--- src/rtl/i2cmbw_pkg.sv ---
// ----------------------------------------------------------------------------
// i2cmbw_pkg
// Shared types and constants for the I2C master single-byte writer.
// ----------------------------------------------------------------------------
package i2cmbw_pkg;

    localparam int unsigned HALF_W        = 16;
    localparam logic [HALF_W-1:0] HALF_RESET = 16'd450;

    typedef struct packed {
        logic       action;
        logic [6:0] target_address;
        logic [7:0] data_byte;
        logic       sda_level;
    } t_in_item;

    typedef struct packed {
        logic       scl_pull_low;
        logic       sda_pull_low;
        logic       busy_res;
        logic       done_res;
        logic [1:0] status;
    } t_out_item;

endpackage

--- src/rtl/i2cmbw_seq.sv ---
// ----------------------------------------------------------------------------
// i2cmbw_seq
// Bus sequencer: phase, bit counter, shift byte, half-period timer and line
// drives. Advances by one item whenever i_step is high.
// ----------------------------------------------------------------------------
module i2cmbw_seq (
    input  logic                        i_clk,
    input  logic                        i_rst_n,
    input  logic                        i_step,
    input  i2cmbw_pkg::t_in_item        i_item,
    input  logic [i2cmbw_pkg::HALF_W-1:0] i_half,
    output i2cmbw_pkg::t_out_item       o_res
);
    import i2cmbw_pkg::*;

    localparam logic [3:0] PH_IDLE    = 4'd0;
    localparam logic [3:0] PH_START_A = 4'd1;
    localparam logic [3:0] PH_START_B = 4'd2;
    localparam logic [3:0] PH_ADDR_LO = 4'd3;
    localparam logic [3:0] PH_ADDR_HI = 4'd4;
    localparam logic [3:0] PH_AACK_LO = 4'd5;
    localparam logic [3:0] PH_AACK_HI = 4'd6;
    localparam logic [3:0] PH_DATA_LO = 4'd7;
    localparam logic [3:0] PH_DATA_HI = 4'd8;
    localparam logic [3:0] PH_DACK_LO = 4'd9;
    localparam logic [3:0] PH_DACK_HI = 4'd10;
    localparam logic [3:0] PH_STOP_A  = 4'd11;
    localparam logic [3:0] PH_STOP_B  = 4'd12;
    localparam logic [3:0] PH_STOP_C  = 4'd13;

    localparam logic [1:0] ST_OK       = 2'd0;
    localparam logic [1:0] ST_ADDR_NAK = 2'd1;
    localparam logic [1:0] ST_DATA_NAK = 2'd2;

    logic [3:0]        r_phase,  n_phase;
    logic [3:0]        r_bit,    n_bit;
    logic [7:0]        r_shift,  n_shift;
    logic [7:0]        r_pend,   n_pend;
    logic [HALF_W-1:0] r_dly,    n_dly;
    logic [1:0]        r_status, n_status;
    logic              r_scl,    n_scl;
    logic              r_sda,    n_sda;
    logic              w_done;
    logic [HALF_W-1:0] w_limit;
    logic [HALF_W-1:0] w_dly_inc;
    logic [7:0]        w_shl;
    logic [3:0]        w_bit_inc;

    always_comb begin
        n_phase   = r_phase;
        n_bit     = r_bit;
        n_shift   = r_shift;
        n_pend    = r_pend;
        n_dly     = r_dly;
        n_status  = r_status;
        n_scl     = r_scl;
        n_sda     = r_sda;
        w_done    = 1'b0;
        w_limit   = (i_half == '0) ? HALF_W'(1) : i_half;
        w_dly_inc = r_dly + HALF_W'(1);
        w_shl     = {r_shift[6:0], 1'b0};
        w_bit_inc = r_bit + 4'd1;

        if (i_item.action) begin
            // start a transaction only from idle; drop the request otherwise
            if (r_phase == PH_IDLE) begin
                n_shift = {i_item.target_address, 1'b0};
                n_pend  = i_item.data_byte;
                n_bit   = 4'd0;
                n_scl   = 1'b0;
                n_sda   = 1'b0;
                n_phase = PH_START_A;
                n_dly   = '0;
            end
        end else if (r_phase != PH_IDLE) begin
            n_dly = w_dly_inc;
            if (w_dly_inc >= w_limit) begin
                n_dly = '0;
                case (r_phase)
                    PH_START_A: begin
                        n_sda   = 1'b1;
                        n_phase = PH_START_B;
                    end
                    PH_START_B: begin
                        n_scl   = 1'b1;
                        n_bit   = 4'd0;
                        n_sda   = ~r_shift[7];
                        n_phase = PH_ADDR_LO;
                    end
                    PH_ADDR_LO, PH_AACK_LO, PH_DATA_LO, PH_DACK_LO, PH_STOP_A: begin
                        n_scl   = 1'b0;
                        n_phase = r_phase + 4'd1;
                    end
                    PH_ADDR_HI, PH_DATA_HI: begin
                        // end of a bit: next bit, or hand the line to the ack
                        n_scl   = 1'b1;
                        n_shift = w_shl;
                        n_bit   = w_bit_inc;
                        if (w_bit_inc < 4'd8) begin
                            n_sda   = ~w_shl[7];
                            n_phase = r_phase - 4'd1;
                        end else begin
                            n_sda   = 1'b0;
                            n_phase = r_phase + 4'd1;
                        end
                    end
                    PH_AACK_HI: begin
                        n_scl = 1'b1;
                        if (i_item.sda_level) begin
                            n_status = ST_ADDR_NAK;
                            n_sda    = 1'b1;
                            n_phase  = PH_STOP_A;
                        end else begin
                            n_shift = r_pend;
                            n_bit   = 4'd0;
                            n_sda   = ~r_pend[7];
                            n_phase = PH_DATA_LO;
                        end
                    end
                    PH_DACK_HI: begin
                        n_scl    = 1'b1;
                        n_status = i_item.sda_level ? ST_DATA_NAK : ST_OK;
                        n_sda    = 1'b1;
                        n_phase  = PH_STOP_A;
                    end
                    PH_STOP_B: begin
                        n_sda   = 1'b0;
                        n_phase = PH_STOP_C;
                    end
                    PH_STOP_C: begin
                        n_phase = PH_IDLE;
                        w_done  = 1'b1;
                    end
                    default: begin
                        n_scl   = 1'b0;
                        n_sda   = 1'b0;
                        n_phase = PH_IDLE;
                    end
                endcase
            end
        end
    end

    always_comb begin
        o_res.scl_pull_low = n_scl;
        o_res.sda_pull_low = n_sda;
        o_res.busy_res     = (n_phase != PH_IDLE);
        o_res.done_res     = w_done;
        o_res.status       = n_status;
    end

    always_ff @(posedge i_clk) begin
        if (!i_rst_n) begin
            r_phase  <= PH_IDLE;
            r_bit    <= '0;
            r_shift  <= '0;
            r_pend   <= '0;
            r_dly    <= '0;
            r_status <= ST_OK;
            r_scl    <= 1'b0;
            r_sda    <= 1'b0;
        end else if (i_step) begin
            r_phase  <= n_phase;
            r_bit    <= n_bit;
            r_shift  <= n_shift;
            r_pend   <= n_pend;
            r_dly    <= n_dly;
            r_status <= n_status;
            r_scl    <= n_scl;
            r_sda    <= n_sda;
        end
    end

    a_done_idle: assert property (@(posedge i_clk) disable iff (!i_rst_n)
        i_step && o_res.done_res |=> r_phase == PH_IDLE)
        else $error("finished transaction did not return to idle");

    a_busy_req_ignored: assert property (@(posedge i_clk) disable iff (!i_rst_n)
        i_step && i_item.action && r_phase != PH_IDLE
        |=> $stable(r_phase) && $stable(r_dly) && $stable(r_shift))
        else $error("request while busy disturbed the transaction");

    a_hold_no_step: assert property (@(posedge i_clk) disable iff (!i_rst_n)
        !i_step |=> $stable(r_phase) && $stable(r_dly) && $stable(r_status))
        else $error("sequencer advanced without an item");

    a_status_code: assert property (@(posedge i_clk) disable iff (!i_rst_n)
        $changed(r_status) |-> r_phase == PH_STOP_A)
        else $error("status changed outside the ack phases");

endmodule

--- src/rtl/i2c_master_byte_writer_top.sv ---
// ----------------------------------------------------------------------------
// i2c_master_byte_writer_top
// I2C master that runs one single-byte write transaction per request.
// ----------------------------------------------------------------------------
// Usage:
//   Input channel (i_in_valid / o_in_ready / i_in_data) carries items that are
//   either one tick of bus time or a write request (7-bit target, data byte).
//   Each accepted item yields exactly one result item on the output channel
//   (o_out_valid / i_out_ready / o_out_data): the clock and data pull-low
//   drives, busy, done and the last completion status.
//   Timing: an item lands in the input register at its accepting edge, the
//   sequencer works on it combinationally once the output register is free,
//   and its result then enters the output register, which drives o_out_valid
//   and o_out_data.
//   Throughput: one item per clock while i_out_ready is high; the sequencer
//   does one bus tick per item and the two registers overlap consecutive items.
//   Stall: when the receiver holds i_out_ready low, the result is held, the
//   input register holds its item, and o_in_ready drops once both are full.
//   Configuration: i_cfg_we writes the half-period register (ticks per half
//   bit phase, zero acts as one); write it only while idle.
//   Reset (synchronous, active low): pipeline emptied, bus lines released,
//   status cleared, half period back to 450.
// ----------------------------------------------------------------------------
module i2c_master_byte_writer_top (
    input  logic                           i_clk,
    input  logic                           i_rst_n,
    input  logic                           i_in_valid,
    output logic                           o_in_ready,
    input  i2cmbw_pkg::t_in_item           i_in_data,
    output logic                           o_out_valid,
    input  logic                           i_out_ready,
    output i2cmbw_pkg::t_out_item          o_out_data,
    input  logic                           i_cfg_we,
    input  logic [i2cmbw_pkg::HALF_W-1:0]  i_cfg_wdata
);
    import i2cmbw_pkg::*;

    logic              r_in_vld;
    t_in_item          r_in;
    logic              r_out_vld;
    t_out_item         r_out;
    logic [HALF_W-1:0] r_half;
    logic              w_out_free;
    logic              w_step;
    t_out_item         w_res;

    // output register can take a result when empty or being drained
    assign w_out_free = ~r_out_vld | i_out_ready;
    // advance the sequencer when the input register holds an item and the
    // result has somewhere to go
    assign w_step     = r_in_vld & w_out_free;
    assign o_in_ready = ~r_in_vld | w_out_free;

    assign o_out_valid = r_out_vld;
    assign o_out_data  = r_out;

    always_ff @(posedge i_clk) begin
        if (!i_rst_n) begin
            r_half <= HALF_RESET;
        end else if (i_cfg_we) begin
            r_half <= i_cfg_wdata;
        end
    end

    // input register
    always_ff @(posedge i_clk) begin
        if (!i_rst_n) begin
            r_in_vld <= 1'b0;
        end else if (o_in_ready) begin
            r_in_vld <= i_in_valid;
        end
    end

    always_ff @(posedge i_clk) begin
        if (o_in_ready && i_in_valid) begin
            r_in <= i_in_data;
        end
    end

    i2cmbw_seq u_seq (
        .i_clk   (i_clk),
        .i_rst_n (i_rst_n),
        .i_step  (w_step),
        .i_item  (r_in),
        .i_half  (r_half),
        .o_res   (w_res)
    );

    // result register
    always_ff @(posedge i_clk) begin
        if (!i_rst_n) begin
            r_out_vld <= 1'b0;
        end else if (w_out_free) begin
            r_out_vld <= w_step;
        end
    end

    always_ff @(posedge i_clk) begin
        if (w_step) begin
            r_out <= w_res;
        end
    end

endmodule
--- config.mk ---
export PLATFORM = sky130hd
export DESIGN_NAME = i2c_master_byte_writer_top
export DESIGN_NICKNAME = d
export VERILOG_FILES = /design/src/rtl/i2cmbw_pkg.sv /design/src/rtl/i2cmbw_seq.sv /design/src/rtl/i2c_master_byte_writer_top.sv
export SDC_FILE = /design/constraint.sdc
export NUM_CORES = 1
export LEC_CHECK = 0
export ABC_AREA = 1
export BUFFER_PORTS_ARGS = -buffer_cell sky130_fd_sc_hd__clkbuf_2
export CAP_MARGIN = 20
export CORE_MARGIN = 5
export CORE_UTILIZATION = 50
export CTS_CLUSTER_DIAMETER = 30
export DETAILED_ROUTE_END_ITERATION = 8
export HOLD_SLACK_MARGIN = 0.05
export MAX_ROUTING_LAYER = met4
export PLACE_DENSITY = 0.77
export SETUP_SLACK_MARGIN = 0.3
export SYNTH_ARGS = -nofsm -noshare
export SYNTH_HDL_FRONTEND = slang
export SYNTH_SLANG_ARGS = --single-unit
--- constraint.sdc ---
create_clock -name i_clk -period 9.6 [get_ports i_clk]
set_clock_uncertainty 0.2 [all_clocks]
set_input_delay 0.96 -clock i_clk [delete_from_list [all_inputs] [get_ports i_clk]]
set_output_delay 0.96 -clock i_clk [all_outputs]
set_load 0.01 [all_outputs]
### After elaboration in Yosys (flattened, before gate mapping)

Cells that the tools add are included.

* ROM bits: 0
* logic and storage cells: 114
* bits in registers: 85
* RAM bits: 0
* bits in latches: 0
* output and inout port bits: 8
* input port bits: 38
* memories kept: 0

* equal/unequal tests: 15
* shift operators: 0
* magnitude comparators: 2
* div/mod/pow operators: 0
* multiplexer cells: 43
* $add $sub $neg: 4
* reductions and logical operators: 20
* $mul: 0
* bitwise operators: 10

Operator list (number)
* $mux W16: 5
* $mux W4: 11
* $mux W8: 5
* $pmux W4 S7: 1
* $eq A4 B4 Y1 const B: 6
* $add A16 B1 Y16 const B: 1
* $eq A4 B3 Y1 const B: 4
* $ge A16 B16 Y1: 1
* $logic_not A16 Y1: 1
* $pmux W8 S2: 1
* $pmux W4 S3: 1
* $reduce_and A6 Y1: 2
* $reduce_bool A4 Y1: 3
* $mux W1: 11
* $mux W2: 5
* $reduce_or A5 Y1: 2
* $add A4 B1 Y4 const B: 2
* $eq A4 B2 Y1 const B: 2
* $not A1 Y1: 7
* $reduce_and A3 Y1: 2
* $reduce_or A3 Y1: 2
* $reduce_or A6 Y1: 1
* $pmux W1 S5: 1
* $eq A4 B1 Y1 const B: 1
* 13 further kinds: 16

### Longest topological paths before layout

Gate-level depths: netlist of run 1.

* word-level depth: 8
* gate-level depth with buffers: 20
* mapped depth without buffers: 20

### Hierarchy

From an unflattened synthesis of run 1, not the netlist that was laid out.

* cell total of the unflattened synthesis: 592
* area total of the unflattened synthesis: 4528.1 um^2

Modules (own cells, without submodules)
* i2cmbw_seq: cells an instance 488, sequential area each 880.8 um^2, instances 1, area each 3200.6 um^2
* i2c_master_byte_writer_top: cells an instance 104, sequential area each 1051.0 um^2, instances 1, area each 1327.5 um^2

### Worst setup path before layout of run 1

No wires, ideal clock.

* path kind: reg-to-reg
* start point: register u_seq.r_dly[0]
* end point: register r_out, in the netlist o_out_data[3], data pin
* data required time: 9140 ps
* slack: 6466 ps
* arrival time: 2674 ps
* cell stages (with the launch flop): 20
* path buffers: 0
* library setup time: 260 ps
* cell sequence: dfxtp_1 -> ha_1 -> nand2_1 -> nor2_2 -> nand3_1 -> or2_4 -> nor2_4 -> nand3_1 -> xor2_1 -> inv_2 -> ha_1 -> nand2_1 -> nor3_1 -> nand2_1 -> nand2_1 -> nand2_1 -> o21ai_0 -> nand2_1 -> nand2_1 -> nand3_1

RTL lines
* start: declaration: line i2cmbw_seq.sv:39 `logic [HALF_W-1:0] r_dly, n_dly;`
* start signal: assignment: line i2cmbw_seq.sv:167 `r_dly <= n_dly;`
* end signal: assignment: line i2c_master_byte_writer_top.sv:100 `r_out <= w_res;`
* end: declaration: line i2c_master_byte_writer_top.sv:41 `t_out_item r_out;`

==> results of run 1 <==
worst reg2reg max path, cell delays in order (launching register included):
cell	delay [ns]
dfxtp_1	0.43
ha_1	0.21
nand2_1	0.07
nor2_2	0.13
nand3_1	0.13
or2_4	0.28
nor2_4	0.11
nand3_1	0.09
xor2_1	0.17
inv_2	0.05
ha_1	0.27
nand2_1	0.06
nor3_1	0.23
nand2_1	0.16
nand2_1	0.29
nand2_1	0.23
o21ai_1	0.13
nand2_1	0.06
nand2_1	0.08
nand3_1	0.10
layout by cell type (no fill, tap or decap), types with 10 or more instances in the layout:
cell,n
nand2_1,84
nor2_1,58
nand3_1,20
dfxtp_1,62
edfxtp_1,23
o21ai_0,41
clkbuf_2,45
xor2_1,10
o21ai_1,10
inv_1,64
ha_1,25
a22oi_1,14
a21oi_1,43
sequential cells by signal, summed over array words and instances, names as in the netlist:
register / cells
u_seq.r_scl: 1
u_seq.r_status: 2
r_half: 16
u_seq.r_bit: 4
u_seq.r_sda: 1
u_seq.r_dly: 16
o_out_data: 6
u_seq.r_pend: 8
u_seq.r_phase: 4
u_seq.r_shift: 8
r_in_vld: 1
o_out_valid: 1
r_in: 17
final timing paths:
path         depth (start not counted)                           end  slack, ns                         start
max                                 19       o_out_data[3]$_DFFE_PP_       5.85   u_seq.r_dly[0]$_SDFFE_PN0P_
min                                  2  u_seq.r_pend[6]$_SDFFE_PN0P_       0.27  u_seq.r_pend[6]$_SDFFE_PN0P_
max reg2reg                         19       o_out_data[3]$_DFFE_PP_       5.85   u_seq.r_dly[0]$_SDFFE_PN0P_
min reg2reg                          2  u_seq.r_pend[6]$_SDFFE_PN0P_       0.27  u_seq.r_pend[6]$_SDFFE_PN0P_
kinds of logic (layout without fill, tap and decap cells):
kind of cell / after synthesis / in the layout / synth area share [%]
buf+inv: 93 / 136 / 8.38
simple gates: 203 / 203 / 20.8
compound gates: 136 / 136 / 18.1
xor+xnor: 16 / 16 / 3.10
fa+ha+maj: 25 / 25 / 6.92
flops: 85 / 85 / 42.7
power breakdown:
| part | switching (mW) | total [mW] | internal (mW) | leakage [nW] |
|---|---|---|---|---|
| Sequential | 0.0106 | 0.397 | 0.386 | 0.730 |
| Clock | 0.140 | 0.264 | 0.124 | 0.101 |
| Combinational | 0.0644 | 0.0984 | 0.0339 | 1.37 |
final cells by class:
| class | instances | area, um2 |
|---|---|---|
| clock inverter | 7 | 83.8 |
| fill | 806 | 3760 |
| inverter | 74 | 280 |
| clock buffer | 9 | 124 |
| multi-input combinational | 380 | 2210 |
| sequential | 85 | 1930 |
| tap | 108 | 135 |
| timing repair buffer | 46 | 233 |
routing by layer:
| layer | up-vias | track usage (%) | routed length (um) |
|---|---|---|---|
| met5 | - | - | 0 |
| met4 | 0 | 8.04 | 211 |
| met3 | 18 | 3.45 | 427 |
| met2 | 86 | 29.7 | 4710 |
| met1 | 1755 | 23.9 | 4440 |
| li1 | 1943 | - | - |
==> impl_metrics.ini, run 1 <==
[clocking]
post_cts_hold_buffer_count = 0
cts_resized = 0
clock_latency_ns = 0.37
tritoncts = yes
clockBufferDepth = 2
cts_max_level = 3
root_buffer = clkbuf_8
postCtsSetupBuffers = 0
cts.clk_slew.worst_paths_ns = 0.09
cts.sinks = 85
cts_buffers = 9

[route]
drc = 0
drt_first_pass_iters = 5
dr_total_vias = 3802
wire_per_inst_um = 13.8
via_per_inst = 5.36
drtIter0Drc = 199
wl_um = 9790
ant_nets = 0

[pwr]
ir_worst_vdd_uv = 94.9
p_leak_nw = 2.21
powerDensity_mw_per_mm2 = 152
finalPower_mw = 0.759

[timing]
setup_viol = 0
rsz0062_at_grt = false
period_share_pct = 39.0
slew_viol_final = 0
fin_crit_ns = 3.75
fmax_mhz = 267
final_hold_viol_count = 0
fin_ws_ns = 5.85
maxSlewHeadroom_pct = 32.7
final.setup.tns_ns = 0
whs_ns = 0.265
worst_pin_slew_ns = 1.01

[floorplan]
coreArea_mm2 = 0.00876
initial_utilization_pct = 51.6
dieHeight_um = 105
num_rows = 34
io_pins = 46
die-area_mm2 = 0.0110
die_w_um = 105

[yosys]
synth_flop_cell = dfxtp_1
synth.largest_area_cell = dfxtp_1
synth-edff-count = 23
yosysWarnings = 0
ys_seq_area_share_pct = 42.7
synth.avg_cell_area_um2 = 8.10
synth_area_mm2 = 0.00452
yosysMostFrequentCell = nand2_1
netlist_instances = 558
synth_commonest_cells = nand2_1 (84), inv_1 (64), dfxtp_1 (62)
synth_nets = 621
synth_top_area_share_pct = 27.4
yosysUniqueCellTypes = 45
synthArstFlopShare_pct = 0
synth_seq_cells = 85
synth_area_leaders = dfxtp_1 (27%), edfxtp_1 (15%), nand2_1 (7.0%), ha_1 (6.9%), inv_1 (5.3%)

[placement]
portBuffers = 45
placed_cell_area_mm2 = 0.00479
place_congestion = 0.923
place_ws_ns = 5.77
hpwl_um = 7390
placed_cells = 693

[critical_path]
slowest_stage = dfxtp_1
crit_top_cell = nand2_1
cp-end-kind = flip-flop
worstSetupPathType = flip-flop to flip-flop
crit_family = simple AND/OR/NAND/NOR gates
cp.arrival_ns = 3.65
path_max_fanout = 9
path_cells = ha_1, nand2_1, nor2_2, nand3_1, or2_4, nor2_4, nand3_1, xor2_1, inv_2, ha_1, nand2_1, nor3_1, nand2_1, nand2_1, nand2_1, o21ai_1, nand2_1, nand2_1, nand3_1
cp_num_buf_inv = 1
startpoint_type = flip-flop
slowest_delay_ns = 0.43
required_ns = 9.50

[global_route]
antenna_found_initial = 0
overflow = 0
grt_max_degree = 36
grt_pass1_vias = 3693
grt_pass1_wl_um = 16800
track_usage_pct = 18.9

[final_layout]
design_area_mm2 = 0.00500
antenna_cells = 0
layout-drive-gt1-share_pct = 17.3
layoutNonFillerInstCount = 709
fin_util_pct = 57.0
area_growth_pct = 10.5
nets = 659

[run]
cap_violations = 0

[min_path]
hold_path.class = flip-flop to flip-flop

[status]
status = finished clean
(Power assumes the default switching activity.)
==> run 2, diff against run 1 <==
- clock period: 9.6 -> 3.7 ns (I/O delays scaled with it)
==> run 2 against run 1 <==
  * Maximum frequency is 16% higher
  * Register-to-register slack lost 5.4 ns
  * Design area rose by 8.0%
  * Sequential share of layout area shrank 2.8 points
  * Clock power rose by 130%
  * Cell count increased by 5.2%
  * Utilization increased by 4.6 points
  * Combinational power rose to 3.0 times the previous value
==> impl_metrics.ini, run 2 (synthesis results as in run 1) <==
[final_layout]
area_growth_pct = 19.4
layout-drive-gt1-share_pct = 21.3
top_register = r_in
layout_common_cells = nand2_1 (78), inv_1 (64), dfxtp_1 (60)
final_common_cell = nand2_1
nets = 696
largest_reg_flops = 17
antenna_cells = 0
top_regs = r_in (17), r_half (16), u_seq.r_dly (16)

[clocking]
cts_buffers = 9
root_buffer = clkbuf_8
clock_latency_ns = 0.37
tritoncts = yes
cts.clk_slew.worst_paths_ns = 0.10
cts.sinks = 85
cts_max_level = 3
clockBufferDepth = 2

[critical_path]
cp.arrival_ns = 3.15
reg2reg_slack_ns = 0.47
startpoint_type = flip-flop
timing.rr.start = u_seq.r_dly[0]$_SDFFE_PN0P_
worstSetupPathType = flip-flop to flip-flop
reg2reg_to = o_out_data[3]$_DFFE_PP_
required_ns = 3.62
cp-end-kind = flip-flop
r2r_cells = 19
path_max_fanout = 4

[timing]
worst_pin_slew_ns = 0.623
slew_viol_final = 0
final.setup.tns_ns = 0
fin_crit_ns = 3.23
rsz0062_at_grt = false
period_share_pct = 87.2
maxSlewHeadroom_pct = 58.4
final_hold_viol_count = 0
setup_viol = 0
fmax_mhz = 310
fin_ws_ns = 0.472

[route]
drtIter0Drc = 239
wl_um = 10700
ant_nets = 0
wire_per_inst_um = 14.4
drc = 0
dr_total_vias = 3956
via_per_inst = 5.30
drt_first_pass_iters = 4

[pwr]
p_leak_nw = 2.37
ir_worst_vdd_uv = 267
p_int_mw = 1.36
finalPower_mw = 1.94
powerDensity_mw_per_mm2 = 359
power_frac_comb_pct = 15.0
switching_power_mw = 0.575
switching_share_pct = 29.6
clock_power_share_pct = 31.8
seqPwrFrac_pct = 53.2

[floorplan]
die-area_mm2 = 0.0110
dieHeight_um = 105
initial_utilization_pct = 51.6
io_pins = 46
num_rows = 34
coreArea_mm2 = 0.00876
die_w_um = 105

[global_route]
grt_max_degree = 29
overflow = 0
grt_pass1_wl_um = 17800
track_usage_pct = 20.1
antenna_found_initial = 0
grt_pass1_vias = 3835

[placement]
portBuffers = 45
place_ws_ns = 0.212
place_congestion = 0.947
hpwl_um = 7540

[min_path]
hold_end = r_half[11]$_SDFFE_PN0P_
hold_path_startpoint = i_cfg_wdata[11]
hold_path.class = primary input to flip-flop
whs_path_depth = 3

[run]
cap_violations = 0

[status]
status = finished clean
-- run 2: layer usage --
metal	wire length (um)	GRT usage [%]	vias to the layer above
met5	0	-	-
met4	259	7.58	0
met3	544	3.76	27
met2	5090	31.6	109
met1	4810	25.9	1803
li1	-	-	2017
-- run 2: area by class of cell --
| cell class | count | area (um2) |
|---|---|---|
| fill | 761 | 3370 |
| multi-input combinational | 381 | 2300 |
| sequential | 85 | 1940 |
| timing repair buffer | 82 | 564 |
| inverter | 74 | 280 |
| tap | 108 | 135 |
| clock buffer | 9 | 124 |
| clock inverter | 7 | 55.1 |
-- run 2: timing repair --
| item | 4_1_cts | 5_1_grt |
|---|---|---|
| endpoints found under the hold margin | 23 | 0 |
| gates resized for setup | 2 | 23 |
| hold buffers | 23 | 0 |
| setup endpoints to repair | 5 | 42 |
| buffers inserted | 0 | 8 |
| gates cloned | 0 | 1 |
| pin swaps | 0 | 10 |
-- run 2: power groups by stage --
stage	Sequential (mW)	Combinational, mW	Clock [mW]
after floorplan	1.04	0.189	0
after global placement	1.05	0.257	0
after detailed placement	1.05	0.263	0
after CTS	1.03	0.283	0.628
after global routing	1.04	0.326	0.671
final	1.03	0.291	0.618
-- run 2: worst max-delay path by stage --
stage / from / to / cells after the start
3_5_place_dp: u_seq.r_dly[0]$_SDFFE_PN0P_ / o_out_data[3]$_DFFE_PP_ / 19
4_1_cts: u_seq.r_dly[0]$_SDFFE_PN0P_ / o_out_data[3]$_DFFE_PP_ / 19
3_3_place_gp: u_seq.r_dly[0]$_SDFFE_PN0P_ / o_out_data[3]$_DFFE_PP_ / 19
5_1_grt: u_seq.r_dly[0]$_SDFFE_PN0P_ / o_out_data[3]$_DFFE_PP_ / 20
6_report: u_seq.r_dly[0]$_SDFFE_PN0P_ / o_out_data[3]$_DFFE_PP_ / 19
2_1_floorplan: u_seq.r_dly[0]$_SDFFE_PN0P_ / o_out_data[3]$_DFFE_PP_ / 19
-- run 2: critical path: stages, from the launching register on --
cell and delay, ns:
dfxtp_4 0.39, ha_4 0.14, nand2_1 0.06, nor2_2 0.15, nand3_2 0.09, or2_4 0.28, nor2_4 0.15, nand2_2 0.07
xor2_1 0.16, ha_1 0.29, nand2_2 0.07, o21ai_1 0.23, a21oi_4 0.08, buf_4 0.15, nand3_1 0.10, nand2_1 0.06
nand2_1 0.05, nand2_1 0.06, nor2_1 0.11, nand3_1 0.08
-- run 2: through the flow --
step	hold WS (ns)	utilization, %	std cells	instance area (um2)
final	0.0842	61.6	746	5400
after global routing	0.0933	61.6	746	5400
after CTS	0.0711	59.9	737	5250
after detailed placement	0.252	55.1	698	4830
after global placement	0.246	55.1	698	4830
after floorplan	0.229	-	558	4520
